`src/ipv4dq_pkg.sv`:
```
// types and constants of the dotted-quad parser
package ipv4dq_pkg;

    // character classes produced by the front end
    localparam logic [2:0] CLS_NUL   = 3'd0;  // zero byte, end of string
    localparam logic [2:0] CLS_SPTAB = 3'd1;  // space or tab
    localparam logic [2:0] CLS_WS    = 3'd2;  // newline, vt, ff, cr
    localparam logic [2:0] CLS_PLUS  = 3'd3;
    localparam logic [2:0] CLS_MINUS = 3'd4;
    localparam logic [2:0] CLS_DIGIT = 3'd5;
    localparam logic [2:0] CLS_DOT   = 3'd6;
    localparam logic [2:0] CLS_OTHER = 3'd7;

    // field phase codes
    localparam logic [1:0] PH_START  = 2'd0;
    localparam logic [1:0] PH_WS     = 2'd1;
    localparam logic [1:0] PH_SIGN   = 2'd2;
    localparam logic [1:0] PH_DIGITS = 2'd3;

    // verdict codes
    localparam logic [1:0] VD_PARSING  = 2'd0;
    localparam logic [1:0] VD_ACCEPTED = 2'd1;
    localparam logic [1:0] VD_REJECTED = 2'd2;

    localparam int unsigned QDEPTH  = 2;
    localparam int unsigned QPTR_W  = (QDEPTH > 1) ? $clog2(QDEPTH) : 1;
    localparam int unsigned QCNT_W  = $clog2(QDEPTH + 1);

    localparam logic [8:0] ACC_SAT  = 9'd256;
    localparam logic [8:0] ACC_MAX  = 9'd255;

    typedef struct packed {
        logic       last;
        logic [3:0] digit;
        logic [2:0] cls;
    } token_t;

    typedef struct packed {
        logic [1:0]  field_index;
        logic [1:0]  phase;
        logic [8:0]  acc;
        logic        neg;
        logic [23:0] octets;
        logic [1:0]  verdict;
    } parse_state_t;

    localparam parse_state_t ST_RESET = '{
        field_index: 2'd0,
        phase:       PH_START,
        acc:         9'd0,
        neg:         1'b0,
        octets:      24'd0,
        verdict:     VD_PARSING
    };

endpackage

```
`src/ipv4dq_front.sv`:
```
// front end: classifies each incoming byte into a token
module ipv4dq_front (
    input  logic                 s_tvalid,
    output logic                 s_tready,
    input  logic [7:0]           s_tdata,   // char_byte
    input  logic                 s_tlast,   // last_byte
    output logic                 push_valid,
    input  logic                 push_ready,
    output ipv4dq_pkg::token_t   push_token
);
    import ipv4dq_pkg::*;

    logic [2:0] cls;

    always_comb begin
        if (s_tdata == 8'd0) begin
            cls = CLS_NUL;
        end else if (s_tdata == 8'd32 || s_tdata == 8'd9) begin
            cls = CLS_SPTAB;
        end else if (s_tdata inside {[8'd10:8'd13]}) begin
            cls = CLS_WS;
        end else if (s_tdata == 8'd43) begin
            cls = CLS_PLUS;
        end else if (s_tdata == 8'd45) begin
            cls = CLS_MINUS;
        end else if (s_tdata inside {[8'd48:8'd57]}) begin
            cls = CLS_DIGIT;
        end else if (s_tdata == 8'd46) begin
            cls = CLS_DOT;
        end else begin
            cls = CLS_OTHER;
        end
    end

    assign push_token.cls   = cls;
    assign push_token.digit = s_tdata[3:0];
    assign push_token.last  = s_tlast;
    assign push_valid       = s_tvalid;
    assign s_tready         = push_ready;

endmodule

```
`src/ipv4dq_queue.sv`:
```
// short token queue between front end and back end
module ipv4dq_queue (
    input  logic                 aclk,
    input  logic                 aresetn,
    input  logic                 in_valid,
    output logic                 in_ready,
    input  ipv4dq_pkg::token_t   in_token,
    output logic                 out_valid,
    input  logic                 out_ready,
    output ipv4dq_pkg::token_t   out_token
);
    import ipv4dq_pkg::*;

    token_t              slot_reg [QDEPTH];
    logic [QPTR_W-1:0]   wr_ptr_reg, wr_ptr_next;
    logic [QPTR_W-1:0]   rd_ptr_reg, rd_ptr_next;
    logic [QCNT_W-1:0]   count_reg, count_next;
    logic                push, pop;

    assign in_ready  = (count_reg != QCNT_W'(QDEPTH));
    assign out_valid = (count_reg != '0);
    assign out_token = slot_reg[rd_ptr_reg];
    assign push      = in_valid && in_ready;
    assign pop       = out_valid && out_ready;

    function automatic logic [QPTR_W-1:0] ptr_inc(logic [QPTR_W-1:0] p);
        logic [QPTR_W-1:0] r;
        r = (p == QPTR_W'(QDEPTH - 1)) ? '0 : p + QPTR_W'(1);
        return r;
    endfunction

    always_comb begin
        wr_ptr_next = push ? ptr_inc(wr_ptr_reg) : wr_ptr_reg;
        rd_ptr_next = pop  ? ptr_inc(rd_ptr_reg) : rd_ptr_reg;
        count_next  = count_reg;
        if (push && !pop) begin
            count_next = count_reg + QCNT_W'(1);
        end else if (pop && !push) begin
            count_next = count_reg - QCNT_W'(1);
        end
    end

    always_ff @(posedge aclk) begin
        if (!aresetn) begin
            wr_ptr_reg <= '0;
            rd_ptr_reg <= '0;
            count_reg  <= '0;
        end else begin
            wr_ptr_reg <= wr_ptr_next;
            rd_ptr_reg <= rd_ptr_next;
            count_reg  <= count_next;
        end
    end

    always_ff @(posedge aclk) begin
        if (push) begin
            slot_reg[wr_ptr_reg] <= in_token;
        end
    end

endmodule

```
`src/ipv4dq_back.sv`:
```
// back end: field state machine, accumulator and result register
module ipv4dq_back (
    input  logic                 aclk,
    input  logic                 aresetn,
    input  logic                 q_valid,
    output logic                 q_ready,
    input  ipv4dq_pkg::token_t   q_token,
    output logic                 m_tvalid,
    input  logic                 m_tready,
    output logic [31:0]          m_tdata,   // ip_address
    output logic [0:0]           m_tuser    // is_valid
);
    import ipv4dq_pkg::*;

    parse_state_t st_reg, st_next;
    parse_state_t st_byte, st_end;
    logic         out_valid_reg, out_valid_next;
    logic         out_ok_reg;
    logic [31:0]  out_addr_reg;
    logic         pop;

    // close the current field on a dot or an end of string
    function automatic parse_state_t finish_field(parse_state_t s, logic [2:0] cls);
        parse_state_t r;
        r = s;
        if ((s.neg && s.acc != 9'd0) || s.acc > ACC_MAX) begin
            r.verdict = VD_REJECTED;
        end else if (cls == CLS_DOT) begin
            if (s.field_index == 2'd3 || (s.field_index == 2'd0 && s.acc == 9'd0)) begin
                r.verdict = VD_REJECTED;
            end else begin
                r.octets      = {s.octets[15:0], s.acc[7:0]};
                r.field_index = s.field_index + 2'd1;
                r.phase       = PH_START;
                r.acc         = 9'd0;
                r.neg         = 1'b0;
            end
        end else if (cls == CLS_NUL) begin
            if (s.field_index != 2'd3 || s.acc == 9'd0) begin
                r.verdict = VD_REJECTED;
            end else begin
                r.verdict = VD_ACCEPTED;
            end
        end else begin
            r.verdict = VD_REJECTED;
        end
        return r;
    endfunction

    // one character step of the field machine
    function automatic parse_state_t feed(parse_state_t s, logic [2:0] cls, logic [3:0] dig);
        parse_state_t r;
        parse_state_t z;
        logic [12:0]  sum;
        logic [8:0]   acc_new;
        logic [8:0]   acc_base;
        r        = s;
        z        = s;
        acc_base = (s.phase == PH_DIGITS) ? s.acc : 9'd0;
        sum      = 13'({acc_base, 3'b000}) + 13'({acc_base, 1'b0}) + 13'(dig);
        acc_new  = (sum > 13'(ACC_SAT)) ? ACC_SAT : sum[8:0];
        if (s.verdict == VD_PARSING) begin
            case (s.phase)
                PH_START: begin
                    if (cls == CLS_NUL || cls == CLS_SPTAB) begin
                        r.verdict = VD_REJECTED;
                    end else if (cls == CLS_WS) begin
                        r.phase = PH_WS;
                    end else if (cls == CLS_PLUS || cls == CLS_MINUS) begin
                        r.neg   = (cls == CLS_MINUS);
                        r.phase = PH_SIGN;
                    end else if (cls == CLS_DIGIT) begin
                        r.acc   = acc_new;
                        r.phase = PH_DIGITS;
                    end else if (cls == CLS_DOT) begin
                        z.acc = 9'd0;
                        z.neg = 1'b0;
                        r     = finish_field(z, cls);
                    end else begin
                        r.verdict = VD_REJECTED;
                    end
                end
                PH_WS: begin
                    if (cls == CLS_WS || cls == CLS_SPTAB) begin
                        r.phase = PH_WS;
                    end else if (cls == CLS_PLUS || cls == CLS_MINUS) begin
                        r.neg   = (cls == CLS_MINUS);
                        r.phase = PH_SIGN;
                    end else if (cls == CLS_DIGIT) begin
                        r.acc   = acc_new;
                        r.phase = PH_DIGITS;
                    end else begin
                        r.verdict = VD_REJECTED;
                    end
                end
                PH_SIGN: begin
                    if (cls == CLS_DIGIT) begin
                        r.acc   = acc_new;
                        r.phase = PH_DIGITS;
                    end else begin
                        r.verdict = VD_REJECTED;
                    end
                end
                PH_DIGITS: begin
                    if (cls == CLS_DIGIT) begin
                        r.acc = acc_new;
                    end else begin
                        r = finish_field(s, cls);
                    end
                end
                default: begin
                    r.verdict = VD_REJECTED;
                end
            endcase
        end
        return r;
    endfunction

    // a last byte needs the result register free or draining
    assign pop     = q_valid && (!q_token.last || !out_valid_reg || m_tready);
    assign q_ready = pop;

    always_comb begin
        st_byte = feed(st_reg, q_token.cls, q_token.digit);
        st_end  = feed(st_byte, CLS_NUL, 4'd0);
        st_next = st_reg;
        if (pop) begin
            st_next = q_token.last ? ST_RESET : st_byte;
        end
        out_valid_next = out_valid_reg;
        if (pop && q_token.last) begin
            out_valid_next = 1'b1;
        end else if (m_tready) begin
            out_valid_next = 1'b0;
        end
    end

    always_ff @(posedge aclk) begin
        if (!aresetn) begin
            st_reg        <= ST_RESET;
            out_valid_reg <= 1'b0;
        end else begin
            st_reg        <= st_next;
            out_valid_reg <= out_valid_next;
        end
    end

    always_ff @(posedge aclk) begin
        if (pop && q_token.last) begin
            out_ok_reg   <= (st_end.verdict == VD_ACCEPTED);
            out_addr_reg <= (st_end.verdict == VD_ACCEPTED) ?
                            {st_end.octets, st_end.acc[7:0]} : 32'd0;
        end
    end

    assign m_tvalid   = out_valid_reg;
    assign m_tdata    = out_addr_reg;
    assign m_tuser[0] = out_ok_reg;

endmodule

```
`src/ipv4_dotted_quad_parser_core.sv`:
```
// top level of the dotted-quad ipv4 address parser
//
// Accepts an address string one byte per transfer on the s_ channel, with
// s_tlast on the final byte, and returns one result per string on the m_
// channel: m_tuser[0] says whether the string is a valid dotted-quad address
// and m_tdata carries the address, first field in bits 31:24, zero when not
// valid. Fields follow base-10 string-to-number rules: optional leading
// whitespace (not starting with space or tab), one optional sign, digits,
// value 0..255; the first and fourth fields must be nonzero, fields two and
// three may be empty. A zero byte ends the string early and later bytes up to
// s_tlast are ignored. The block takes one byte every cycle while the queue has
// room; the figure is set by the per-byte field state machine in the back end,
// which retires one token a cycle unless a last byte waits behind a stalled
// result. Results pass through the two-entry token queue and the result
// register to m_; a waiting result does not keep later bytes out of the queue.
module ipv4_dotted_quad_parser_core (
    input  logic        aclk,
    input  logic        aresetn,
    // input bytes
    input  logic        s_tvalid,
    output logic        s_tready,
    input  logic [7:0]  s_tdata,    // [7:0] char_byte
    input  logic        s_tlast,    // last_byte
    // results
    output logic        m_tvalid,
    input  logic        m_tready,
    output logic [31:0] m_tdata,    // [31:0] ip_address
    output logic [0:0]  m_tuser     // [0] is_valid
);
    import ipv4dq_pkg::*;

    // classified token from the front end into the queue
    token_t push_token;
    logic   push_valid;
    logic   push_ready;

    // token from the queue to the back end
    token_t q_token;
    logic   q_valid;
    logic   q_ready;

    // byte classification, no state
    ipv4dq_front u_front (
        .s_tvalid   (s_tvalid),
        .s_tready   (s_tready),
        .s_tdata    (s_tdata),
        .s_tlast    (s_tlast),
        .push_valid (push_valid),
        .push_ready (push_ready),
        .push_token (push_token)
    );

    // decouples byte intake from result backpressure
    ipv4dq_queue u_queue (
        .aclk      (aclk),
        .aresetn   (aresetn),
        .in_valid  (push_valid),
        .in_ready  (push_ready),
        .in_token  (push_token),
        .out_valid (q_valid),
        .out_ready (q_ready),
        .out_token (q_token)
    );

    // field state machine and registered result
    ipv4dq_back u_back (
        .aclk     (aclk),
        .aresetn  (aresetn),
        .q_valid  (q_valid),
        .q_ready  (q_ready),
        .q_token  (q_token),
        .m_tvalid (m_tvalid),
        .m_tready (m_tready),
        .m_tdata  (m_tdata),
        .m_tuser  (m_tuser)
    );

endmodule

```
`config.mk`:
```
export PLATFORM = sky130hd
export DESIGN_NAME = ipv4_dotted_quad_parser_core
export DESIGN_NICKNAME = d
export VERILOG_FILES = /design/src/ipv4dq_pkg.sv /design/src/ipv4dq_front.sv /design/src/ipv4dq_queue.sv /design/src/ipv4dq_back.sv /design/src/ipv4_dotted_quad_parser_core.sv
export SDC_FILE = /design/constraint.sdc
export NUM_CORES = 1
export LEC_CHECK = 0
export ABC_AREA = 1
export BUFFER_PORTS_ARGS = -buffer_cell sky130_fd_sc_hd__buf_4
export CAP_MARGIN = 20
export CORE_ASPECT_RATIO = 0.75
export CORE_UTILIZATION = 29
export DETAILED_ROUTE_END_ITERATION = 10
export GPL_ROUTABILITY_DRIVEN = 0
export PLACE_DENSITY = 0.44
export SYNTH_ARGS = -nofsm -noshare
export SYNTH_HDL_FRONTEND = slang
export SYNTH_HIERARCHICAL = 1
export SYNTH_SLANG_ARGS = --single-unit
export TNS_END_PERCENT = 5
```
`constraint.sdc`:
```
create_clock -name aclk -period 12.1 [get_ports aclk]
set_input_delay 1.21 -clock aclk [delete_from_list [all_inputs] [get_ports aclk]]
set_output_delay 1.21 -clock aclk [all_outputs]
set_load 0.05 [all_outputs]
```
---- After elaboration in Yosys (flattened, before gate mapping) ----
Memories as Yosys holds them, arrays and structs flattened. A register that Yosys moved wholly into a read port is not among the register bits.
Cells that the tools add are included.
word-level totals
  word-level logic and storage cells ...... 171
  RAM bits ................................ 16
  register bits ........................... 78
  input port bits ......................... 13
  memories kept ........................... 1
  output and inout bits ................... 35
operators by class
  $lt $le $gt $ge ......................... 7
  muxes and demuxes ....................... 80
  $add $sub $neg .......................... 7
  equal/unequal tests ..................... 22
  reductions and logical operators ........ 42
memory list
  memory            words  bits a word  rd ports  clocked after memory_dff  write ports  RTL line            source
  u_queue.slot_reg  2      8            1         1                         1            ipv4dq_queue.sv:14  token_t slot_reg [QDEPTH];
operator list
  kind                 count
  $mux 38              12
  $mux 40              9
  $mux 27              2
  $pmux 24 s2          1
  $mux 2               23
  $mux 9               5
  $pmux 11 s4          1
  $mux 36              1
  $eq 8x6->1 const B   4
  $mux 26              1
  $mux 11              2
  $gt 9x8->1 const B   2
  $logic_not 9->1      2
  $mux 3               6
  $reduce_bool 9->1    2
  $add 12x10->13       1
  $add 13x4->13        1
  $gt 13x9->1 const B  1
  $logic_or 1x1->1     12
  $logic_and 1x1->1    11
  $mux 1               11
  $eq 2x2->1 const B   5
  $logic_not 2->1      5
  $mux 10              1
  22 further kinds     37

---- Depth between registers and ports, before layout ----
Gate-level depths: netlist of run 1.
  word-level depth ........................ 30
  depth in mapped cells ................... 31
  depth with buffers taken out ............ 28

---- Modules after synthesis ----
The synthesis of run 1 kept the hierarchy.
modules (own cells, without submodules)
  module        cells an instance  sequential area each (um^2)  area each (um^2)  instances
  ipv4dq_back   715                1,811.7                      5,213.8           1
  ipv4dq_queue  62                 580.6                        835.8             1
  ipv4dq_front  49                 0.0                          247.7             1

---- Worst setup path before layout of run 1 ----
Ideal clock, no wire load.
  kind .................................... reg-to-reg
  start point ............................. register u_back/st_reg[37] (netlist bit)
  end point ............................... register u_back.out_addr_reg[13], in the netlist u_back/m_tdata[13], data pin
  setup time .............................. 0.263 ns
  stages on the path, launching flop included .. 29
  required time ........................... 11.837 ns
  arrival ................................. 3.767 ns
  slack ................................... 8.071 ns
  period minus slack after synthesis ...... 4.029 ns
  path through ............................ dfxtp_1 ha_1 clkbuf_2 clkbuf_1 nand2_1 fa_1 inv_1 fa_1 nand2_1 nand2_2 nand2_2 o21ai_2 xor2_2 nand2_4 nand3_1 nand2_1 o21ai_1 nand2_1 nand2_1 nand2_2 nand2_2 nand2_1 nor2_1 nand2_1 nand2_1 nand2_2 nand2_4 buf_12 nor2_4
on the way
  word-level cells in the longest chain between the ends .. 26
  elaborated cells between the ends (all ways) .. 64
ends and longest elaborated chain
  item                                                                     RTL line            source
  from (decl)                                                              ipv4dq_back.sv:15   parse_state_t st_reg, st_next;
  from (signal assigned)                                                   ipv4dq_back.sv:143  st_reg <= st_next;
  parallel branches: the longest is 20 deep, another holds $add 12x10->13  n/a
  $mux 40 *                                                                ipv4dq_back.sv:62   if (s.verdict == VD_PARSING) begin
  parallel branches: the longest is 5 deep, another holds $gt 9x8->1       n/a
  to (signal assigned)                                                     ipv4dq_back.sv:151  out_addr_reg <= (st_end.verdict == VD_ACCEPTED) ?
  to (decl)                                                                ipv4dq_back.sv:19   logic [31:0] out_addr_reg;
Mark *: on every way between the ends. The select of a mux whose other input is x is not followed.
A chain may end at the register's enable or synchronous reset.

---- Worst setup path in the final report of run 1 ----
  start point ............................. register u_back/st_reg[36] (netlist bit)
  end point ............................... register u_back.out_addr_reg[0], in the netlist u_back/m_tdata[0], data pin
The elaborated chain is that of the path after synthesis.

==> results of run 1 <==
## kinds of logic (layout without fill, tap and decap cells)
kind of cell             Yosys count  in the layout  synth area share (%)
AND/OR/NAND/NOR                  411            411                  31.6
buffers and inverters            160            192                  11.3
AO/OA/AOI/OAI                    123            123                  11.7
flip-flops                        95             95                  38.0
adder cells (fa/ha/maj)           26             26                  5.40
multiplexers                       8              8                  1.43
XOR/XNOR                           3              3                 0.537
## Yosys cell counts (8+ instances only)
library cell and count:
dfxtp_1 46, nor2_1 63, o21ai_0 13, ha_1 24, o21ai_1 8, nand2_1 237, nand2_2 13, inv_1 116
nor2_4 26, nor2_2 9, edfxtp_1 49, clkbuf_1 13, a22oi_1 21, a21oi_1 58, nand3_1 36, mux2_2 8
## how the worst max path moves through the flow
stage,end,cells after the start
after detailed placement,u_back/m_tdata[0],25
after CTS,u_back/m_tdata[0],25
after global placement,u_back/m_tdata[0],27
after floorplan,u_back/m_tdata[13],28
after global routing,u_back/m_tdata[2],25
final,u_back/m_tdata[0],25
## metrics by stage
stage / cells / instance area, um^2
after global placement: 1130 / 6810
after CTS: 1146 / 7140
final: 1146 / 7140
after detailed placement: 1130 / 6810
after global routing: 1146 / 7140
after floorplan: 826 / 6300
## layer usage
| layer | up-vias | wire length (um) | global-route usage, % |
|---|---|---|---|
| met5 | - | 0 | 0 |
| met4 | 0 | 114 | 3.59 |
| met3 | 8 | 642 | 2.69 |
| met2 | 98 | 6370 | 21.5 |
| met1 | 2312 | 8810 | 22.9 |
| li1 | 2711 | - | - |
## worst register-to-register path, delay by kind of cell (launching register included)
family,cells,cell delay (ns)
DFF,1,0.41
and+or+nand+nor,18,2.31
adders and majority gates,3,1.71
xor gates and xnor gates,1,0.21
buffers and inverters,1,0.07
AOI/OAI and AO/OA,2,0.14
## report_power, final
| group | switching [W] | internal (W) | leakage [nW] | total (W) |
|---|---|---|---|---|
| combinational | 0.000448 | 0.000169 | 2.17 | 0.000617 |
| clock | 0.000122 | 0.000189 | 0.165 | 0.000310 |
| sequential | 0.0000340 | 0.000403 | 0.826 | 0.000437 |
## placed cells by master, fill, tap and decap left out, types with 5 or more instances in the layout
cell type  count
nand2_1      237
inv_1        116
nor2_1        62
a21oi_1       58
buf_4         51
edfxtp_1      49
dfxtp_1       46
nand3_1       36
nor2_4        26
ha_1          24
a22oi_1       21
nand2_2       13
o21ai_0       13
clkbuf_16     12
nor2_2        10
mux2_2         8
o21ai_1        7
inv_2          6
nand2_4        6
nand4_1        5
o22ai_1        5
## final cells by class
type                       count  area (um^2)  area share, %
inverter                     125          473           6.62
clock buffer                  16          335           4.69
sequential                    95         2390           33.5
multi-input combinational    571         3200           44.8
tap                          288          360           5.04
timing repair buffer          51          383           5.36
==> run metrics, run 1 <==
pre-CTS WS 7.00 ns; Async SR Flop Fraction 0%; Crit-path slowest cell ha_1; P_leak 3.16 nW; main flop type after synthesis edfxtp_1; area leader, netlist edfxtp_1; RSZ-0062 raised after global routing false; Startpoint Class register; CTS Buf Count 9; crit end category register; synth unique cells 55; register area share after synthesis 38.0%; GR Overflow Total 0; clock sink count 95; first-pass GRT wire length 26.0 mm; WL final 15.9 mm; CP Buf/Inv Count 1; die area 22300 um^2; cell count after synthesis 826; fmax 0.195 GHz; CP most frequent cell nand2_1; # nets final 892; final-report max-slew violation count 0; Max-slew headroom 43.8%; CTS Root Cell clkbuf_16; Tot Pwr 0.00136 W; PnR worst setup slack 6.98 ns; max_cap viols 0; end-of-flow core utilization 33.6%; final setup TNS 0 ns; setup bufs post-CTS 0; I/O Pins 48; Worst R2R Setup Slack 6.98 ns; Final Hold Fails 0; clk slew on worst S/H paths 0.07 ns; Avg Inst Size Synth 7.62 um^2; hold crit path type reg -> reg; buffer depth of the longest clock path 2; Starting DRT DRC Count 368; vias in the first global route 4814; R2R depth 25; Worst EP arrival 5.18 ns; CTS resizes 0; H-tree depth 3; R2R Path End u_back/m_tdata[0]; Cells on Worst Hold Path 2; Buffers on Ports 47; Post-synth EDFFs 49; WHS Endpoint u_back/st_reg[25]; DIE HEIGHT 130 um; Ant. Diodes 0; CP Class reg -> reg; worst slew pin tran 0.843 ns; Yosys reg bits 95; YS warnings 6; post-route ant nets 0; CP Max Fanout 33; Skew-Pair Late Insertion Delay 0.35 ns; final setup violating endpoints 0; post-synth top area share 23.4%; FILL cells 2279; core area 21200 um^2; Area Overhead vs Synth 13.5%; CTS Hold Bufs 0; CP Data Required Time 12.17 ns; Pwr Density 191 nW/um^2; Max rail drop VDD 114 uV; reg2reg start u_back/st_reg[36]; fin crit period 5.12 ns; Synth area leaders edfxtp_1 (23%), dfxtp_1 (15%), nand2_1 (14%); Post-Syn Nets 865; Initial Utilization 29.7%; Mapped Area 6300 um^2; DR vias 5129; layout cell share with drive strength beyond 1 17.6%; DP HPWL 11.8 mm; status completed; WHS 0.467 ns; CTS tree built; post-route clock period utilization 42.3%; initial antenna violation count 0; standard-cell rows 46; Routed wire per std cell 13.9 um; largest stage delay on the critical path 0.68 ns; pin count of the biggest net entering global routing 43; critical path startpoint u_back/st_reg[36]; Via-to-Cell Ratio 4.48; final clock skew 0.00690 ns; max reg flops 40; drt drc 0; 1st-pass router iterations 5; CP delay by family, top simple AND/OR/NAND/NOR gates; gr usage total 15.0%; Hold Startpoint u_back/st_reg[25]; Die W 172 um
Note: power is estimated with default switching activity, not from simulation.
==> run 2, diff against run 1 <==
- PLACE_DENSITY: 0.44 -> 0.46
- clock period: 12.1 -> 4.5 ns (I/O delays scaled with it)
==> run 2 against run 1 <==
Effect of this change: fmax increased by 25%; utilization increased by 0.51 points; first-iteration DRC count decreased by 12%; critical endpoint is now u_back/m_tdata[23]; clock-buffer cell count decreased by 7; global-route usage increased by 0.11 points.
==> run metrics, run 2 (synthesis gave the netlist of run 1 again) <==
status completed (unchanged); DP HPWL 11.9 mm (was 11.8 mm); CP Max Fanout 15 (was 33); initial antenna violation count 0 (unchanged); layout cell share with drive strength beyond 1 19.2% (was 17.6%); # nets final 903 (was 892); Via-to-Cell Ratio 4.50 (was 4.48); final-report max-slew violation count 0 (unchanged); vias in the first global route 4920 (was 4814); WL final 15.9 mm (about the same); hold crit path type in -> reg (was reg -> reg); Buffers on Ports 47 (unchanged); post-route clock period utilization 91.3% (was 42.3%); clock sink count 95 (unchanged); Area Overhead vs Synth 15.2% (was 13.5%); Max rail drop VDD 381 uV (was 114 uV); CTS resizes 0 (unchanged); fmax 0.243 GHz (was 0.195 GHz); setup bufs post-CTS 0 (unchanged); Starting DRT DRC Count 324 (was 368); GR Overflow Total 0 (unchanged); placed cells 1141 (was 1130); crit end category register (unchanged); drt drc 0 (unchanged); fin crit period 4.11 ns (was 5.12 ns); RSZ-0062 raised after global routing false (unchanged); final clock skew 0.00655 ns (was 0.00690 ns); DIE HEIGHT 130 um (unchanged); Initial Utilization 29.7% (unchanged); final setup violating endpoints 0 (unchanged); Die W 172 um (unchanged); P_leak 3.21 nW (was 3.16 nW); first-pass GRT wire length 25.9 mm (was 26.0 mm); DR vias 5204 (was 5129); CTS Hold Bufs 0 (unchanged); standard-cell rows 46 (unchanged); CTS Root Cell clkbuf_16 (unchanged); die area 22300 um^2 (unchanged); H-tree depth 3 (unchanged); Skew-Pair Late Insertion Delay 0.35 ns (about the same); commonest cells after routing, fill and taps aside nand2_1 (237), inv_1 (116), nor2_1 (62) (unchanged); Routed wire per std cell 13.8 um (was 13.9 um); commonest non-fill, non-tap cell in the layout nand2_1 (unchanged); final setup TNS 0 ns (unchanged); core area 21200 um^2 (unchanged); worst slew pin tran 0.773 ns (was 0.843 ns); max reg flops 40 (unchanged); CTS tree built (unchanged); FILL cells 2224 (was 2279); Startpoint Class register (unchanged); Crit-path slowest cell fa_1 (was ha_1); multi-input logic area 3210 um^2 (was 3200 um^2); pin count of the biggest net entering global routing 43 (unchanged); CP Class reg -> reg (unchanged); max_cap viols 0 (unchanged); I/O Pins 48 (unchanged); Ant. Diodes 0 (unchanged); Max-slew headroom 48.3% (was 43.8%); 1st-pass router iterations 4 (was 5); end-of-flow core utilization 34.1% (was 33.6%); Worst EP arrival 4.21 ns (was 5.18 ns); Final Hold Fails 0 (unchanged); post-route ant nets 0 (unchanged); Final Instance Count excl. Fillers 1157 (was 1146); CP most frequent cell nand2_1 (unchanged); largest stage delay on the critical path 0.43 ns (was 0.68 ns); buffer depth of the longest clock path 2 (unchanged); Pwr Density 509 nW/um^2 (was 191 nW/um^2); CP Data Required Time 4.60 ns (was 12.17 ns); CTS Buf Count 9 (unchanged); WHS 0.282 ns (was 0.467 ns); gr usage total 15.1% (was 15.0%); Hold Startpoint s_tlast (was u_back/st_reg[25]); Register Area 2390 um^2 (about the same); clk slew on worst S/H paths 0.07 ns (about the same)
-- run 2: through the flow --
stage,cell area [um^2],total power [W],setup WS [ns]
after global placement,6920,0.00289,0.145
after floorplan,6300,0.00245,0.471
final,7250,0.00369,0.391
after global routing,7250,0.00396,0.00845
after CTS,7240,0.00373,0.127
after detailed placement,6920,0.00288,0.143
-- run 2: final cells by class --
| type | count | share of cell area, % |
|---|---|---|
| multi-input combinational | 571 | 44.3 |
| timing repair buffer | 62 | 6.76 |
| sequential | 95 | 33.0 |
| tap | 288 | 4.97 |
| inverter | 125 | 6.52 |
| clock inverter | 7 | 1.31 |
| clock buffer | 9 | 3.11 |
-- run 2: routing by layer --
metal | routed length [um] | GRT usage [%] | part of all wire [%]
met1 | 8740 | 22.9 | 55
met2 | 6380 | 21.6 | 40
met3 | 598 | 2.44 | 3.8
met4 | 202 | 4.74 | 1.3
met5 | 0 | 0 | 0
-- run 2: critical path: cells and delay by family, from the launching register on --
family | cells | cell delay (ns)
AO/OA/AOI/OAI | 1 | 0.07
adder cells (fa/ha/maj) | 3 | 0.97
buffers and inverters | 1 | 0.22
flip-flops | 1 | 0.42
multiplexers | 1 | 0.38
AND/OR/NAND/NOR | 21 | 1.77
-- run 2: report_power, final --
| part | switching [W] | leakage [nW] | total, W | internal [W] |
|---|---|---|---|---|
| registers | 0.0000845 | 0.827 | 0.00117 | 0.00108 |
| clock network | 0.000348 | 0.156 | 0.000836 | 0.000488 |
| logic | 0.00122 | 2.23 | 0.00169 | 0.000473 |
-- run 2: path summary, 6_finish.rpt --
kind                            endpoint  slack [ns]  depth (start not counted)
setup / recovery      u_back/m_tdata[23]        0.39                         27
hold / removal    u_queue/slot_reg[1][7]        0.28                          1
setup reg to reg      u_back/m_tdata[23]        0.39                         27
hold reg to reg        u_back/st_reg[19]        0.47                          2
